==> config.mk <==
export PLATFORM = sky130hd
export DESIGN_NAME = ir_carrier_symbol_modulator_flat
export DESIGN_NICKNAME = d
export VERILOG_FILES = /design/src/hdl/icsm_pkg.sv /design/src/hdl/icsm_if.sv /design/src/hdl/icsm_cfg_regs.sv /design/src/hdl/icsm_front.sv /design/src/hdl/icsm_queue.sv /design/src/hdl/icsm_back.sv /design/src/hdl/ir_carrier_symbol_modulator.sv /design/src/flat_wrapper.sv
export SDC_FILE = /design/constraint.sdc
export NUM_CORES = 1
export LEC_CHECK = 0
export BUFFER_PORTS_ARGS = -buffer_cell sky130_fd_sc_hd__buf_4
export CORE_UTILIZATION = 64
export DETAILED_ROUTE_END_ITERATION = 8
export PLACE_DENSITY_LB_ADDON = 0.1
export SYNTH_ARGS = -nofsm -noshare
export SYNTH_HDL_FRONTEND = slang
export SYNTH_SLANG_ARGS = --single-unit
==> constraint.sdc <==
create_clock -name clk -period 9.9 [get_ports clk]
set_input_delay 1.98 -clock clk [delete_from_list [all_inputs] [get_ports clk]]
set_output_delay 1.98 -clock clk [all_outputs]
set_load 0.05 [all_outputs]
==> src/hdl/icsm_pkg.sv <==
// Shared types and constants of the infrared carrier symbol modulator.
package icsm_pkg;

    // Field and register widths.
    localparam int PERIOD_W  = 28;
    localparam int DUTY_W    = 17;
    localparam int COUNT_W   = 3;
    localparam int ENTRY_W   = 48;
    localparam int SYM_W     = 8;
    localparam int STATUS_W  = 2;
    localparam int CFG_IDX_W = 3;
    localparam int FRAC_W    = 16;

    // Carrier cycle length in microseconds; the longest period gives 4096.
    localparam int LEN_W = 13;

    // Layout of a table entry.
    localparam int ENTRY_SYM_LSB  = 40;
    localparam int ENTRY_MARK_LSB = 20;

    // Register indexes on the configuration channel.
    localparam logic [CFG_IDX_W-1:0] REG_PERIOD = 3'd0;
    localparam logic [CFG_IDX_W-1:0] REG_DUTY   = 3'd1;
    localparam logic [CFG_IDX_W-1:0] REG_COUNT  = 3'd2;
    localparam logic [CFG_IDX_W-1:0] REG_ENTRY0 = 3'd3;

    // Register values after reset.
    localparam logic [PERIOD_W-1:0] PERIOD_RESET = 28'd1724631;
    localparam logic [DUTY_W-1:0]   DUTY_RESET   = 17'd32768;

    // Q16 constants.
    localparam logic [PERIOD_W-1:0] ONE_US_Q16 = 28'd65536;
    localparam logic [DUTY_W-1:0]   DUTY_FULL  = 17'd65536;
    localparam logic [FRAC_W-1:0]   HALF_Q16   = 16'd32768;

    // Operation codes of an input transaction.
    localparam logic OP_TICK = 1'b0;
    localparam logic OP_LOAD = 1'b1;

    // Status codes of a result transaction.
    localparam logic [STATUS_W-1:0] ST_OK    = 2'd0;
    localparam logic [STATUS_W-1:0] ST_UNDEF = 2'd1;
    localparam logic [STATUS_W-1:0] ST_BUSY  = 2'd2;

    // Waveform phase of the current symbol.
    typedef enum logic [1:0] {
        PH_IDLE,
        PH_MARK,
        PH_SPACE
    } phase_t;

    // Back end sequencer state.
    typedef enum logic [1:0] {
        BK_RUN,
        BK_CALC,
        BK_MULT
    } back_state_t;

    // Carrier timing as used by the back end, already clamped to range.
    typedef struct packed {
        logic [PERIOD_W-1:0] period;
        logic [DUTY_W-1:0]   duty;
    } timing_cfg_t;

endpackage

==> src/hdl/icsm_if.sv <==
// Channel interfaces of the infrared carrier symbol modulator.

// Input items: one tick or one symbol load per transaction.
interface icsm_item_if;
    import icsm_pkg::*;
    logic             valid;
    logic             ready;
    logic             operation;
    logic [SYM_W-1:0] symbol;

    modport source (output valid, output operation, output symbol, input ready);
    modport sink   (input valid, input operation, input symbol, output ready);
endinterface

// Result items: pin level, busy flag and status per transaction.
interface icsm_result_if;
    import icsm_pkg::*;
    logic                valid;
    logic                ready;
    logic                pin_level;
    logic                busy_res;
    logic [STATUS_W-1:0] status;

    modport source (output valid, output pin_level, output busy_res, output status,
                    input ready);
    modport sink   (input valid, input pin_level, input busy_res, input status,
                    output ready);
endinterface

// Configuration writes: register index and data per transaction.
interface icsm_cfg_if;
    import icsm_pkg::*;
    logic                 valid;
    logic                 ready;
    logic [CFG_IDX_W-1:0] index;
    logic [ENTRY_W-1:0]   data;

    modport source (output valid, output index, output data, input ready);
    modport sink   (input valid, input index, input data, output ready);
endinterface

==> src/hdl/icsm_cfg_regs.sv <==
// Configuration register file with clamping of the carrier timing.
module icsm_cfg_regs
    import icsm_pkg::*;
#(
    parameter int TABLE_ENTRIES = 4
)
(
    input  logic                 clk,
    input  logic                 rst_n,
    input  logic                 wr_en,
    input  logic [CFG_IDX_W-1:0] wr_index,
    input  logic [ENTRY_W-1:0]   wr_data,
    output timing_cfg_t          timing,
    output logic [COUNT_W-1:0]   count,
    output logic [ENTRY_W-1:0]   entry [TABLE_ENTRIES]
);

    logic [PERIOD_W-1:0] period_reg;
    logic [DUTY_W-1:0]   duty_reg;
    logic [COUNT_W-1:0]  count_reg;
    logic [ENTRY_W-1:0]  entry_reg [TABLE_ENTRIES];

    // Register writes; indexes past the table are dropped.
    always_ff @(posedge clk or negedge rst_n)
    begin
        if (!rst_n)
        begin
            period_reg <= PERIOD_RESET;
            duty_reg   <= DUTY_RESET;
            count_reg  <= '0;
            for (int j = 0; j < TABLE_ENTRIES; j++)
            begin
                entry_reg[j] <= '0;
            end
        end
        else if (wr_en)
        begin
            if (wr_index == REG_PERIOD)
            begin
                period_reg <= wr_data[PERIOD_W-1:0];
            end
            if (wr_index == REG_DUTY)
            begin
                duty_reg <= wr_data[DUTY_W-1:0];
            end
            if (wr_index == REG_COUNT)
            begin
                count_reg <= wr_data[COUNT_W-1:0];
            end
            for (int j = 0; j < TABLE_ENTRIES; j++)
            begin
                if (wr_index == REG_ENTRY0 + CFG_IDX_W'(j))
                begin
                    entry_reg[j] <= wr_data;
                end
            end
        end
    end

    // A period below one microsecond counts as one; a duty above one as one.
    always_comb
    begin
        timing.period = (period_reg < ONE_US_Q16) ? ONE_US_Q16 : period_reg;
        timing.duty   = (duty_reg > DUTY_FULL) ? DUTY_FULL : duty_reg;
    end

    assign count = count_reg;
    assign entry = entry_reg;

endmodule

==> src/hdl/icsm_front.sv <==
// Front end: accepts input transactions and resolves symbol lookups.
module icsm_front
    import icsm_pkg::*;
#(
    parameter int TABLE_ENTRIES = 4,
    parameter int DURATION_BITS = 20
)
(
    input  logic                         in_valid,
    output logic                         in_ready,
    input  logic                         in_operation,
    input  logic [SYM_W-1:0]             in_symbol,
    input  logic [COUNT_W-1:0]           count,
    input  logic [ENTRY_W-1:0]           entry [TABLE_ENTRIES],
    input  logic                         q_full,
    output logic                         q_push,
    output logic [2*DURATION_BITS+1:0]   q_data
);

    logic [COUNT_W-1:0]       used_count;
    logic                     found;
    logic [DURATION_BITS-1:0] mark_us;
    logic [DURATION_BITS-1:0] space_us;

    // Only the configured entries take part; a larger count means all of them.
    assign used_count = (count > COUNT_W'(TABLE_ENTRIES)) ? COUNT_W'(TABLE_ENTRIES) : count;

    // Scan the table; a later match overrides an earlier one.
    always_comb
    begin
        found    = 1'b0;
        mark_us  = '0;
        space_us = '0;
        for (int j = 0; j < TABLE_ENTRIES; j++)
        begin
            if ((COUNT_W'(j) < used_count) &&
                (entry[j][ENTRY_SYM_LSB +: SYM_W] == in_symbol))
            begin
                found    = 1'b1;
                mark_us  = entry[j][ENTRY_MARK_LSB +: DURATION_BITS];
                space_us = entry[j][0 +: DURATION_BITS];
            end
        end
    end

    // Each accepted transaction goes into the queue in classified form.
    assign in_ready = !q_full;
    assign q_push   = in_valid && !q_full;
    assign q_data   = {in_operation, found, mark_us, space_us};

endmodule

==> src/hdl/icsm_queue.sv <==
// Two-entry queue between the front end and the back end.
module icsm_queue #(
    parameter int WIDTH = 42
)
(
    input  logic             clk,
    input  logic             rst_n,
    input  logic             push,
    input  logic [WIDTH-1:0] push_data,
    output logic             full,
    input  logic             pop,
    output logic             empty,
    output logic [WIDTH-1:0] pop_data
);

    logic [WIDTH-1:0] mem [2];
    logic             wr_ptr_reg;
    logic             rd_ptr_reg;
    logic [1:0]       fill_reg;

    // Storage; entries need no reset.
    always_ff @(posedge clk)
    begin
        if (push)
        begin
            mem[wr_ptr_reg] <= push_data;
        end
    end

    // Pointers and fill level.
    always_ff @(posedge clk or negedge rst_n)
    begin
        if (!rst_n)
        begin
            wr_ptr_reg <= 1'b0;
            rd_ptr_reg <= 1'b0;
            fill_reg   <= 2'd0;
        end
        else
        begin
            if (push)
            begin
                wr_ptr_reg <= !wr_ptr_reg;
            end
            if (pop)
            begin
                rd_ptr_reg <= !rd_ptr_reg;
            end
            if (push && !pop)
            begin
                fill_reg <= fill_reg + 2'd1;
            end
            else if (pop && !push)
            begin
                fill_reg <= fill_reg - 2'd1;
            end
        end
    end

    assign full     = (fill_reg == 2'd2);
    assign empty    = (fill_reg == 2'd0);
    assign pop_data = mem[rd_ptr_reg];

endmodule

==> src/hdl/icsm_back.sv <==
// Back end: waveform sequencer, carrier cycle computation and result register.
module icsm_back
    import icsm_pkg::*;
#(
    parameter int DURATION_BITS = 20
)
(
    input  logic                       clk,
    input  logic                       rst_n,
    input  timing_cfg_t                timing,
    input  logic                       q_empty,
    input  logic [2*DURATION_BITS+1:0] q_data,
    output logic                       q_pop,
    output logic                       out_valid,
    input  logic                       out_ready,
    output logic                       out_pin_level,
    output logic                       out_busy_res,
    output logic [STATUS_W-1:0]        out_status
);

    // Remaining mark budget: twice the mark minus twice the planned time, Q16.
    localparam int RW = (DURATION_BITS + 18 > 30) ? DURATION_BITS + 18 : 30;
    localparam int D  = DURATION_BITS;

    back_state_t          state_reg, state_next;
    phase_t               phase_reg, phase_next;
    logic signed [RW-1:0] remain_reg, remain_next;
    logic [FRAC_W-1:0]    frac_reg, frac_next;
    logic [LEN_W-1:0]     len_reg, len_next;
    logic [LEN_W-1:0]     high_reg, high_next;
    logic [LEN_W-1:0]     tick_reg, tick_next;
    logic [D-1:0]         space_reg, space_next;

    logic                 res_valid_reg;
    logic                 res_pin_reg;
    logic                 res_busy_reg;
    logic [STATUS_W-1:0]  res_status_reg;

    logic                 out_free;
    logic                 emit;
    logic                 emit_pin;
    logic                 emit_busy;
    logic [STATUS_W-1:0]  emit_status;

    logic                 item_op;
    logic                 item_found;
    logic [D-1:0]         item_mark;
    logic [D-1:0]         item_space;

    logic signed [RW-1:0] period_s;
    logic signed [RW-1:0] mark_s;
    logic                 more_cycles;
    logic [PERIOD_W:0]    cycle_sum;
    logic [LEN_W-1:0]     tick_inc;
    logic [D-1:0]         space_dec;
    logic [LEN_W+DUTY_W-1:0] high_prod;

    // Unpack the queued transaction.
    assign item_op    = q_data[2*D+1];
    assign item_found = q_data[2*D];
    assign item_mark  = q_data[2*D-1:D];
    assign item_space = q_data[D-1:0];

    assign out_free = !res_valid_reg || out_ready;
    assign q_pop    = (state_reg == BK_RUN) && !q_empty && out_free;

    // Arithmetic of the next carrier cycle.
    assign period_s    = $signed({{(RW-PERIOD_W){1'b0}}, timing.period});
    assign mark_s      = $signed({{(RW-D-17){1'b0}}, item_mark, 17'd0});
    assign more_cycles = (remain_reg >= period_s);
    assign cycle_sum   = {1'b0, timing.period} + {{(PERIOD_W+1-FRAC_W){1'b0}}, frac_reg};
    assign tick_inc    = tick_reg + 1'b1;
    assign space_dec   = (space_reg != '0) ? space_reg - 1'b1 : space_reg;
    assign high_prod   = {{DUTY_W{1'b0}}, len_reg} * {{LEN_W{1'b0}}, timing.duty};

    // Next sequencer state.
    always_comb
    begin
        state_next = state_reg;
        case (state_reg)
            BK_RUN:
            begin
                if (q_pop)
                begin
                    if (item_op == OP_LOAD)
                    begin
                        if ((phase_reg == PH_IDLE) && item_found)
                        begin
                            state_next = BK_CALC;
                        end
                    end
                    else if ((phase_reg == PH_MARK) && (tick_inc == len_reg))
                    begin
                        state_next = BK_CALC;
                    end
                end
            end
            BK_CALC:
            begin
                if (out_free)
                begin
                    state_next = more_cycles ? BK_MULT : BK_RUN;
                end
            end
            BK_MULT:
            begin
                if (out_free)
                begin
                    state_next = BK_RUN;
                end
            end
            default:
            begin
                state_next = BK_RUN;
            end
        endcase
    end

    // Waveform state updates and the result to emit.
    always_comb
    begin
        phase_next  = phase_reg;
        remain_next = remain_reg;
        frac_next   = frac_reg;
        len_next    = len_reg;
        high_next   = high_reg;
        tick_next   = tick_reg;
        space_next  = space_reg;
        emit        = 1'b0;
        emit_pin    = 1'b0;
        emit_busy   = 1'b0;
        emit_status = ST_OK;
        case (state_reg)
            BK_RUN:
            begin
                if (q_pop)
                begin
                    if (item_op == OP_LOAD)
                    begin
                        if (phase_reg != PH_IDLE)
                        begin
                            // A load during a symbol is refused; the waveform runs on.
                            emit        = 1'b1;
                            emit_pin    = (phase_reg == PH_MARK) && (tick_reg < high_reg);
                            emit_busy   = 1'b1;
                            emit_status = ST_BUSY;
                        end
                        else if (!item_found)
                        begin
                            emit        = 1'b1;
                            emit_status = ST_UNDEF;
                        end
                        else
                        begin
                            // Start a symbol; its first carrier cycle follows.
                            phase_next  = PH_MARK;
                            remain_next = mark_s;
                            frac_next   = HALF_Q16;
                            len_next    = '0;
                            high_next   = '0;
                            tick_next   = '0;
                            space_next  = item_space;
                        end
                    end
                    else
                    begin
                        case (phase_reg)
                            PH_MARK:
                            begin
                                tick_next = tick_inc;
                                if (tick_inc != len_reg)
                                begin
                                    emit      = 1'b1;
                                    emit_pin  = (tick_inc < high_reg);
                                    emit_busy = 1'b1;
                                end
                            end
                            PH_SPACE:
                            begin
                                space_next = space_dec;
                                emit       = 1'b1;
                                if (space_dec == '0)
                                begin
                                    phase_next = PH_IDLE;
                                end
                                else
                                begin
                                    emit_busy = 1'b1;
                                end
                            end
                            default:
                            begin
                                emit = 1'b1;
                            end
                        endcase
                    end
                end
            end
            BK_CALC:
            begin
                if (out_free)
                begin
                    if (more_cycles)
                    begin
                        // Length is the planned end rounded, minus time already used.
                        len_next    = cycle_sum[PERIOD_W -: LEN_W];
                        frac_next   = cycle_sum[FRAC_W-1:0];
                        remain_next = remain_reg - {period_s[RW-2:0], 1'b0};
                        tick_next   = '0;
                    end
                    else
                    begin
                        // Mark done: go to the space, or straight to rest if it is empty.
                        emit = 1'b1;
                        if (space_reg == '0)
                        begin
                            phase_next = PH_IDLE;
                        end
                        else
                        begin
                            phase_next = PH_SPACE;
                            emit_busy  = 1'b1;
                        end
                    end
                end
            end
            BK_MULT:
            begin
                if (out_free)
                begin
                    high_next = high_prod[FRAC_W +: LEN_W];
                    emit      = 1'b1;
                    emit_pin  = (high_prod[FRAC_W +: LEN_W] != '0);
                    emit_busy = 1'b1;
                end
            end
            default:
            begin
                emit = 1'b0;
            end
        endcase
    end

    // Control registers.
    always_ff @(posedge clk or negedge rst_n)
    begin
        if (!rst_n)
        begin
            state_reg     <= BK_RUN;
            phase_reg     <= PH_IDLE;
            res_valid_reg <= 1'b0;
        end
        else
        begin
            state_reg <= state_next;
            phase_reg <= phase_next;
            if (emit)
            begin
                res_valid_reg <= 1'b1;
            end
            else if (out_ready)
            begin
                res_valid_reg <= 1'b0;
            end
        end
    end

    // Waveform datapath and result payload.
    always_ff @(posedge clk)
    begin
        remain_reg <= remain_next;
        frac_reg   <= frac_next;
        len_reg    <= len_next;
        high_reg   <= high_next;
        tick_reg   <= tick_next;
        space_reg  <= space_next;
        if (emit)
        begin
            res_pin_reg    <= emit_pin;
            res_busy_reg   <= emit_busy;
            res_status_reg <= emit_status;
        end
    end

    assign out_valid     = res_valid_reg;
    assign out_pin_level = res_pin_reg;
    assign out_busy_res  = res_busy_reg;
    assign out_status    = res_status_reg;

endmodule

==> src/hdl/ir_carrier_symbol_modulator.sv <==
// Top level of the infrared carrier symbol modulator.
//
// Each input transaction is either a one-microsecond tick or a symbol load, and each
// one yields exactly one result transaction carrying the pin level, the busy flag and a
// status code. The block takes one transaction per clock while neither side stalls,
// except as follows. A successful load, or a tick that ends the running carrier cycle,
// adds a back end step for the mark budget compare and the cycle length add. When
// another carrier cycle follows, a further step does the duty multiply. A two-entry
// queue separates the symbol lookup from the waveform sequencer, and a result register
// separates the sequencer from the output, so either side can stall.
// Configuration writes are taken in every cycle and apply from the next carrier cycle.
module ir_carrier_symbol_modulator
    import icsm_pkg::*;
#(
    parameter int TABLE_ENTRIES = 4,
    parameter int DURATION_BITS = 20
)
(
    input  logic          clk,
    input  logic          rst_n,
    icsm_item_if.sink     item,
    icsm_result_if.source result,
    icsm_cfg_if.sink      cfg
);

    localparam int QW = 2 * DURATION_BITS + 2;

    timing_cfg_t        timing;
    logic [COUNT_W-1:0] count;
    logic [ENTRY_W-1:0] entry [TABLE_ENTRIES];
    logic               q_push;
    logic               q_full;
    logic               q_pop;
    logic               q_empty;
    logic [QW-1:0]      q_push_data;
    logic [QW-1:0]      q_pop_data;

    // Configuration channel never stalls.
    assign cfg.ready = 1'b1;

    icsm_cfg_regs #(
        .TABLE_ENTRIES (TABLE_ENTRIES)
    ) u_cfg_regs (
        .clk      (clk),
        .rst_n    (rst_n),
        .wr_en    (cfg.valid),
        .wr_index (cfg.index),
        .wr_data  (cfg.data),
        .timing   (timing),
        .count    (count),
        .entry    (entry)
    );

    icsm_front #(
        .TABLE_ENTRIES (TABLE_ENTRIES),
        .DURATION_BITS (DURATION_BITS)
    ) u_front (
        .in_valid     (item.valid),
        .in_ready     (item.ready),
        .in_operation (item.operation),
        .in_symbol    (item.symbol),
        .count        (count),
        .entry        (entry),
        .q_full       (q_full),
        .q_push       (q_push),
        .q_data       (q_push_data)
    );

    icsm_queue #(
        .WIDTH (QW)
    ) u_queue (
        .clk       (clk),
        .rst_n     (rst_n),
        .push      (q_push),
        .push_data (q_push_data),
        .full      (q_full),
        .pop       (q_pop),
        .empty     (q_empty),
        .pop_data  (q_pop_data)
    );

    icsm_back #(
        .DURATION_BITS (DURATION_BITS)
    ) u_back (
        .clk           (clk),
        .rst_n         (rst_n),
        .timing        (timing),
        .q_empty       (q_empty),
        .q_data        (q_pop_data),
        .q_pop         (q_pop),
        .out_valid     (result.valid),
        .out_ready     (result.ready),
        .out_pin_level (result.pin_level),
        .out_busy_res  (result.busy_res),
        .out_status    (result.status)
    );

endmodule

==> src/flat_wrapper.sv <==
// flat-port wrapper written by rule: the top's interface ports become plain ports
module ir_carrier_symbol_modulator_flat import icsm_pkg::*;
#(
    parameter int TABLE_ENTRIES = 4,
    parameter int DURATION_BITS = 20
)
  (clk, rst_n, item_valid, item_operation, item_symbol, item_ready, result_valid, result_pin_level, result_busy_res, result_status, result_ready, cfg_valid, cfg_index, cfg_data, cfg_ready);
  icsm_item_if item_i ();
  icsm_result_if result_i ();
  icsm_cfg_if cfg_i ();
  input  logic clk;
  input  logic rst_n;
  input wire logic [$bits(item_i.valid)-1:0] item_valid;
  input wire logic [$bits(item_i.operation)-1:0] item_operation;
  input wire logic [$bits(item_i.symbol)-1:0] item_symbol;
  output wire logic [$bits(item_i.ready)-1:0] item_ready;
  output wire logic [$bits(result_i.valid)-1:0] result_valid;
  output wire logic [$bits(result_i.pin_level)-1:0] result_pin_level;
  output wire logic [$bits(result_i.busy_res)-1:0] result_busy_res;
  output wire logic [$bits(result_i.status)-1:0] result_status;
  input wire logic [$bits(result_i.ready)-1:0] result_ready;
  input wire logic [$bits(cfg_i.valid)-1:0] cfg_valid;
  input wire logic [$bits(cfg_i.index)-1:0] cfg_index;
  input wire logic [$bits(cfg_i.data)-1:0] cfg_data;
  output wire logic [$bits(cfg_i.ready)-1:0] cfg_ready;
  assign item_i.valid = item_valid;
  assign item_i.operation = item_operation;
  assign item_i.symbol = item_symbol;
  assign item_ready = item_i.ready;
  assign result_valid = result_i.valid;
  assign result_pin_level = result_i.pin_level;
  assign result_busy_res = result_i.busy_res;
  assign result_status = result_i.status;
  assign result_i.ready = result_ready;
  assign cfg_i.valid = cfg_valid;
  assign cfg_i.index = cfg_index;
  assign cfg_i.data = cfg_data;
  assign cfg_ready = cfg_i.ready;
  ir_carrier_symbol_modulator #(.TABLE_ENTRIES(TABLE_ENTRIES), .DURATION_BITS(DURATION_BITS)) u_core (.clk(clk), .rst_n(rst_n), .item(item_i), .result(result_i), .cfg(cfg_i));
endmodule
==> impl_results.md <==
- Outcome: finished clean
- Layout cells sized above 1: 16.1%
- R2r worst-path depth: 23
- Fmax: 126 MHz
- Final Hold Viols: 0
- FF-to-FF setup slack: 1.99 ns
- Arr. time, crit path: 8.23 ns
- Syn Nets: 3178
- Root Driver: clkbuf_16
- Antenna Nets Post-Route: 0
- Synthesis-stage register bit count: 449
- R2R Path Start: u_core.u_cfg_regs.duty_reg[0]
- Commonest non-fill, non-tap cell in the layout: inv_1
- Antenna violations before repair: 3
- Skew final: 0.0367 ns
- GRT Util Overall: 30.1%
- Dpl ws: 2.09 ns
- Die extent in y: 218 um
- CTS tree: built
- Sequential fraction of the synthesis area: 41.0%
- Most frequent cells in the layout: inv_1 (277), nand2_1 (259), dfrtp_1 (236)
- Vias: 20.7k
- Max Cap Viol: 0
- TritonCTS Buffers: 48
- Adder-cell share of the synthesized area: 18.2%
- CTS clk-pin slew, worst paths: 0.07 ns
- Hpwl dp: 48.6 mm
- CTS HTree Levels: 2
- RSZ-0062 raised after global routing: no
- TNS Setup: 0 ns
- Clock sink total: 449
- Hold path startpoint: u_core.u_queue.fill_reg[1]
- CP Capture Type: flip-flop
- CP delay by family, top: simple AND/OR/NAND/NOR gates
- Final period util: 79.9%
- Register area: 0.0123 mm^2
- Reg2reg end: u_core.u_back.out_pin_level
- Cts hold-fix bufs: 0
- Vias in the first global route: 21.4k
- Crit-path slowest cell: nor2b_1
- Slew headroom: 23.6%
- Startpoint Class: flip-flop
- Gr ovfl total: 0
- Library cells used by synthesis: 81
- Worst EP required: 10.23 ns
- Pwr per Cell Area: 358 mW/mm^2
- Cells after Synth: 2778
- Setup ws final: 1.99 ns
- Post-synthesis compound-gate area fraction: 9.45%
- Largest net degree at the start of global routing: 118
- Post_cts resized: 0
- Synth Area in XOR/XNOR: 4.09%
- Hold path depth: 1
- Clk Latency, worst-skew pair: 0.60 ns
- Hold Path Sink: u_core.u_queue.fill_reg[1]
- Area of the multi-input gates: 0.0162 mm^2
- Die W: 218 um
- Worst-margin pin slew: 1.14 ns
- IO Pins: 72
- Post-layout net count: 3196
- 1st-iter DRT viols: 1490
- Worst Path Buf+Inv: 3
- P_leak: 14.2 nW
- Core area: 0.0457 mm^2
- Remaining DRCs: 0
- Number of flip-flops in the largest register: 192
- Post-Synth Simple-Gate Area: 12.6%
- Dominant synthesized flop cell: dfrtp_1
- VDD IR max: 0.388 mV
- Port bufs: 70
- Avg Inst Size Synth: 10.8 um^2
- Per-cell routed wire length: 20.1 um
- Routed WL: 69.1 mm
- Final core utilization: 71.5%
- 1st-pass router iterations: 5
- Post-CTS setup buffer count: 0
- Tmin final: 7.91 ns
- Final setup viols: 0
- Top cell by count, worst path: fa_1
- Async S/R FF share, synth: 55.5%
- Starting Density: 65.4%
- Synth-to-Final Area Change: 9.22%
- Critical-path maximum fanout: 13
- Multiplexer share of the synthesized area: 9.50%
- Vias per cell: 6.03
- Max Transition Viols Final: 0
- Critical Path, Cell by Cell: nor4_1, a41oi_1, nor2b_1, nand2_1, fa_1, fa_1, inv_1, fa_1, fa_1, inv_1, fa_1, inv_1, ha_1, and3_1, and4_1, or4b_2, a21oi_1, o31ai_1, nor2b_1, xnor2_1, nor4_1, nand3_1, o41a_1
- CP max stage delay: 0.89 ns
- Hold WC Path Type: flip-flop to flip-flop
- Combinational family with the most area after synthesis: adder cells
- Post-synth EDFFs: 200
- Number of synthesis warnings: 0
- DIE AREA: 0.0476 mm^2
- Clk buf depth: 3
- First-pass GRT wire length: 112 mm
- Row count: 78
- WS Path Type: flip-flop to flip-flop
- GPL Wtd Cong: 0.926
- Mapped Area: 0.0299 mm^2
- Overall Power: 11.7 mW
- Fill cell count: 3263
metrics by stage:
step	instance area (um^2)	hold slack, ns	std cells
finish	32600	0.503	3436
global route	32600	0.512	3436
CTS	32600	0.504	3435
detailed placement	30900	0.492	3346
global placement	30900	0.486	3346
floorplan	29900	0.461	2778
metal layers:
metal  track usage (%)  share of wire [%]
met2              48.7                 47
met5                 0              0.038
met3              4.45                6.1
met1              40.5                 42
met4              13.0                4.4
cells in the mapped netlist, types with 5 or more instances:
| cell type | count | area, um^2 |
|---|---|---|
| clkbuf_1 | 104 | 390 |
| nor2b_1 | 54 | 338 |
| a21o_1 | 31 | 233 |
| a21oi_1 | 121 | 606 |
| o31ai_1 | 5 | 37.5 |
| nand4b_1 | 5 | 43.8 |
| o22ai_1 | 5 | 31.3 |
| or3_1 | 7 | 43.8 |
| o211ai_1 | 12 | 90.1 |
| nor3_1 | 34 | 170 |
| a22oi_1 | 38 | 285 |
| nand3_1 | 31 | 155 |
| or4_1 | 7 | 52.6 |
| o21bai_1 | 7 | 52.6 |
| dfrtp_1 | 237 | 5930 |
| ha_1 | 170 | 2130 |
| inv_1 | 277 | 1040 |
| mux2_2 | 230 | 2590 |
| a211oi_1 | 30 | 225 |
| nor3b_1 | 6 | 45.0 |
| fa_1 | 165 | 3300 |
| nand4_1 | 12 | 75.1 |
| nor2_1 | 138 | 518 |
| dfstp_2 | 12 | 315 |
| a31oi_1 | 10 | 62.6 |
| nor4_1 | 30 | 188 |
| o21ai_0 | 111 | 556 |
| o21a_1 | 18 | 135 |
| xnor2_1 | 85 | 744 |
| and4_1 | 7 | 61.3 |
| buf_1 | 15 | 56.3 |
| and2_1 | 110 | 688 |
| nand2b_1 | 19 | 119 |
| a31o_2 | 6 | 52.6 |
| xor2_1 | 52 | 455 |
| edfxtp_1 | 200 | 6010 |
| a211o_1 | 7 | 61.3 |
| nand2_1 | 259 | 972 |
| and3_1 | 9 | 56.3 |
| o31a_1 | 7 | 61.3 |
| mux2i_1 | 25 | 250 |
layout make-up:
cell class,instances,share of cell area [%]
antenna,1,0.00767
timing repair buffer,94,2.18
tap,600,2.30
inverter,277,3.19
clock inverter,22,0.747
clock buffer,67,4.50
multi-input combinational,1926,49.5
sequential,449,37.5
worst max-delay path by stage:
stage / cells past startpoint / from / slack [ns] / end
3_5_place_dp: 23 / u_core.u_cfg_regs.duty_reg[0] / 2.09 / u_core.u_back.out_pin_level
2_1_floorplan: 24 / u_core.u_cfg_regs.duty_reg[0] / 2.99 / u_core.u_back.out_pin_level
4_1_cts: 23 / u_core.u_cfg_regs.duty_reg[0] / 2.06 / u_core.u_back.out_pin_level
6_report: 23 / u_core.u_cfg_regs.duty_reg[0] / 1.99 / u_core.u_back.out_pin_level
3_3_place_gp: 21 / u_core.u_cfg_regs.duty_reg[16] / 2.31 / u_core.u_back.out_pin_level
5_1_grt: 23 / u_core.u_cfg_regs.duty_reg[11] / 1.55 / u_core.u_back.out_pin_level
power breakdown:
group	switching [mW]	internal, mW	total, mW	leakage, nW
Clock	0.778	1.13	1.91	0.848
Sequential	0.426	2.60	3.02	4.86
Combinational	3.91	2.84	6.75	8.44
Total	5.11	6.57	11.7	14.2
kinds of logic after synthesis:
group,after synthesis
flops,449
xor+xnor,138
other cells,1
fa+ha+maj,335
mux,255
compound gates,444
simple gates,753
buf+inv,403
Note: power is estimated with default switching activity, not from simulation.
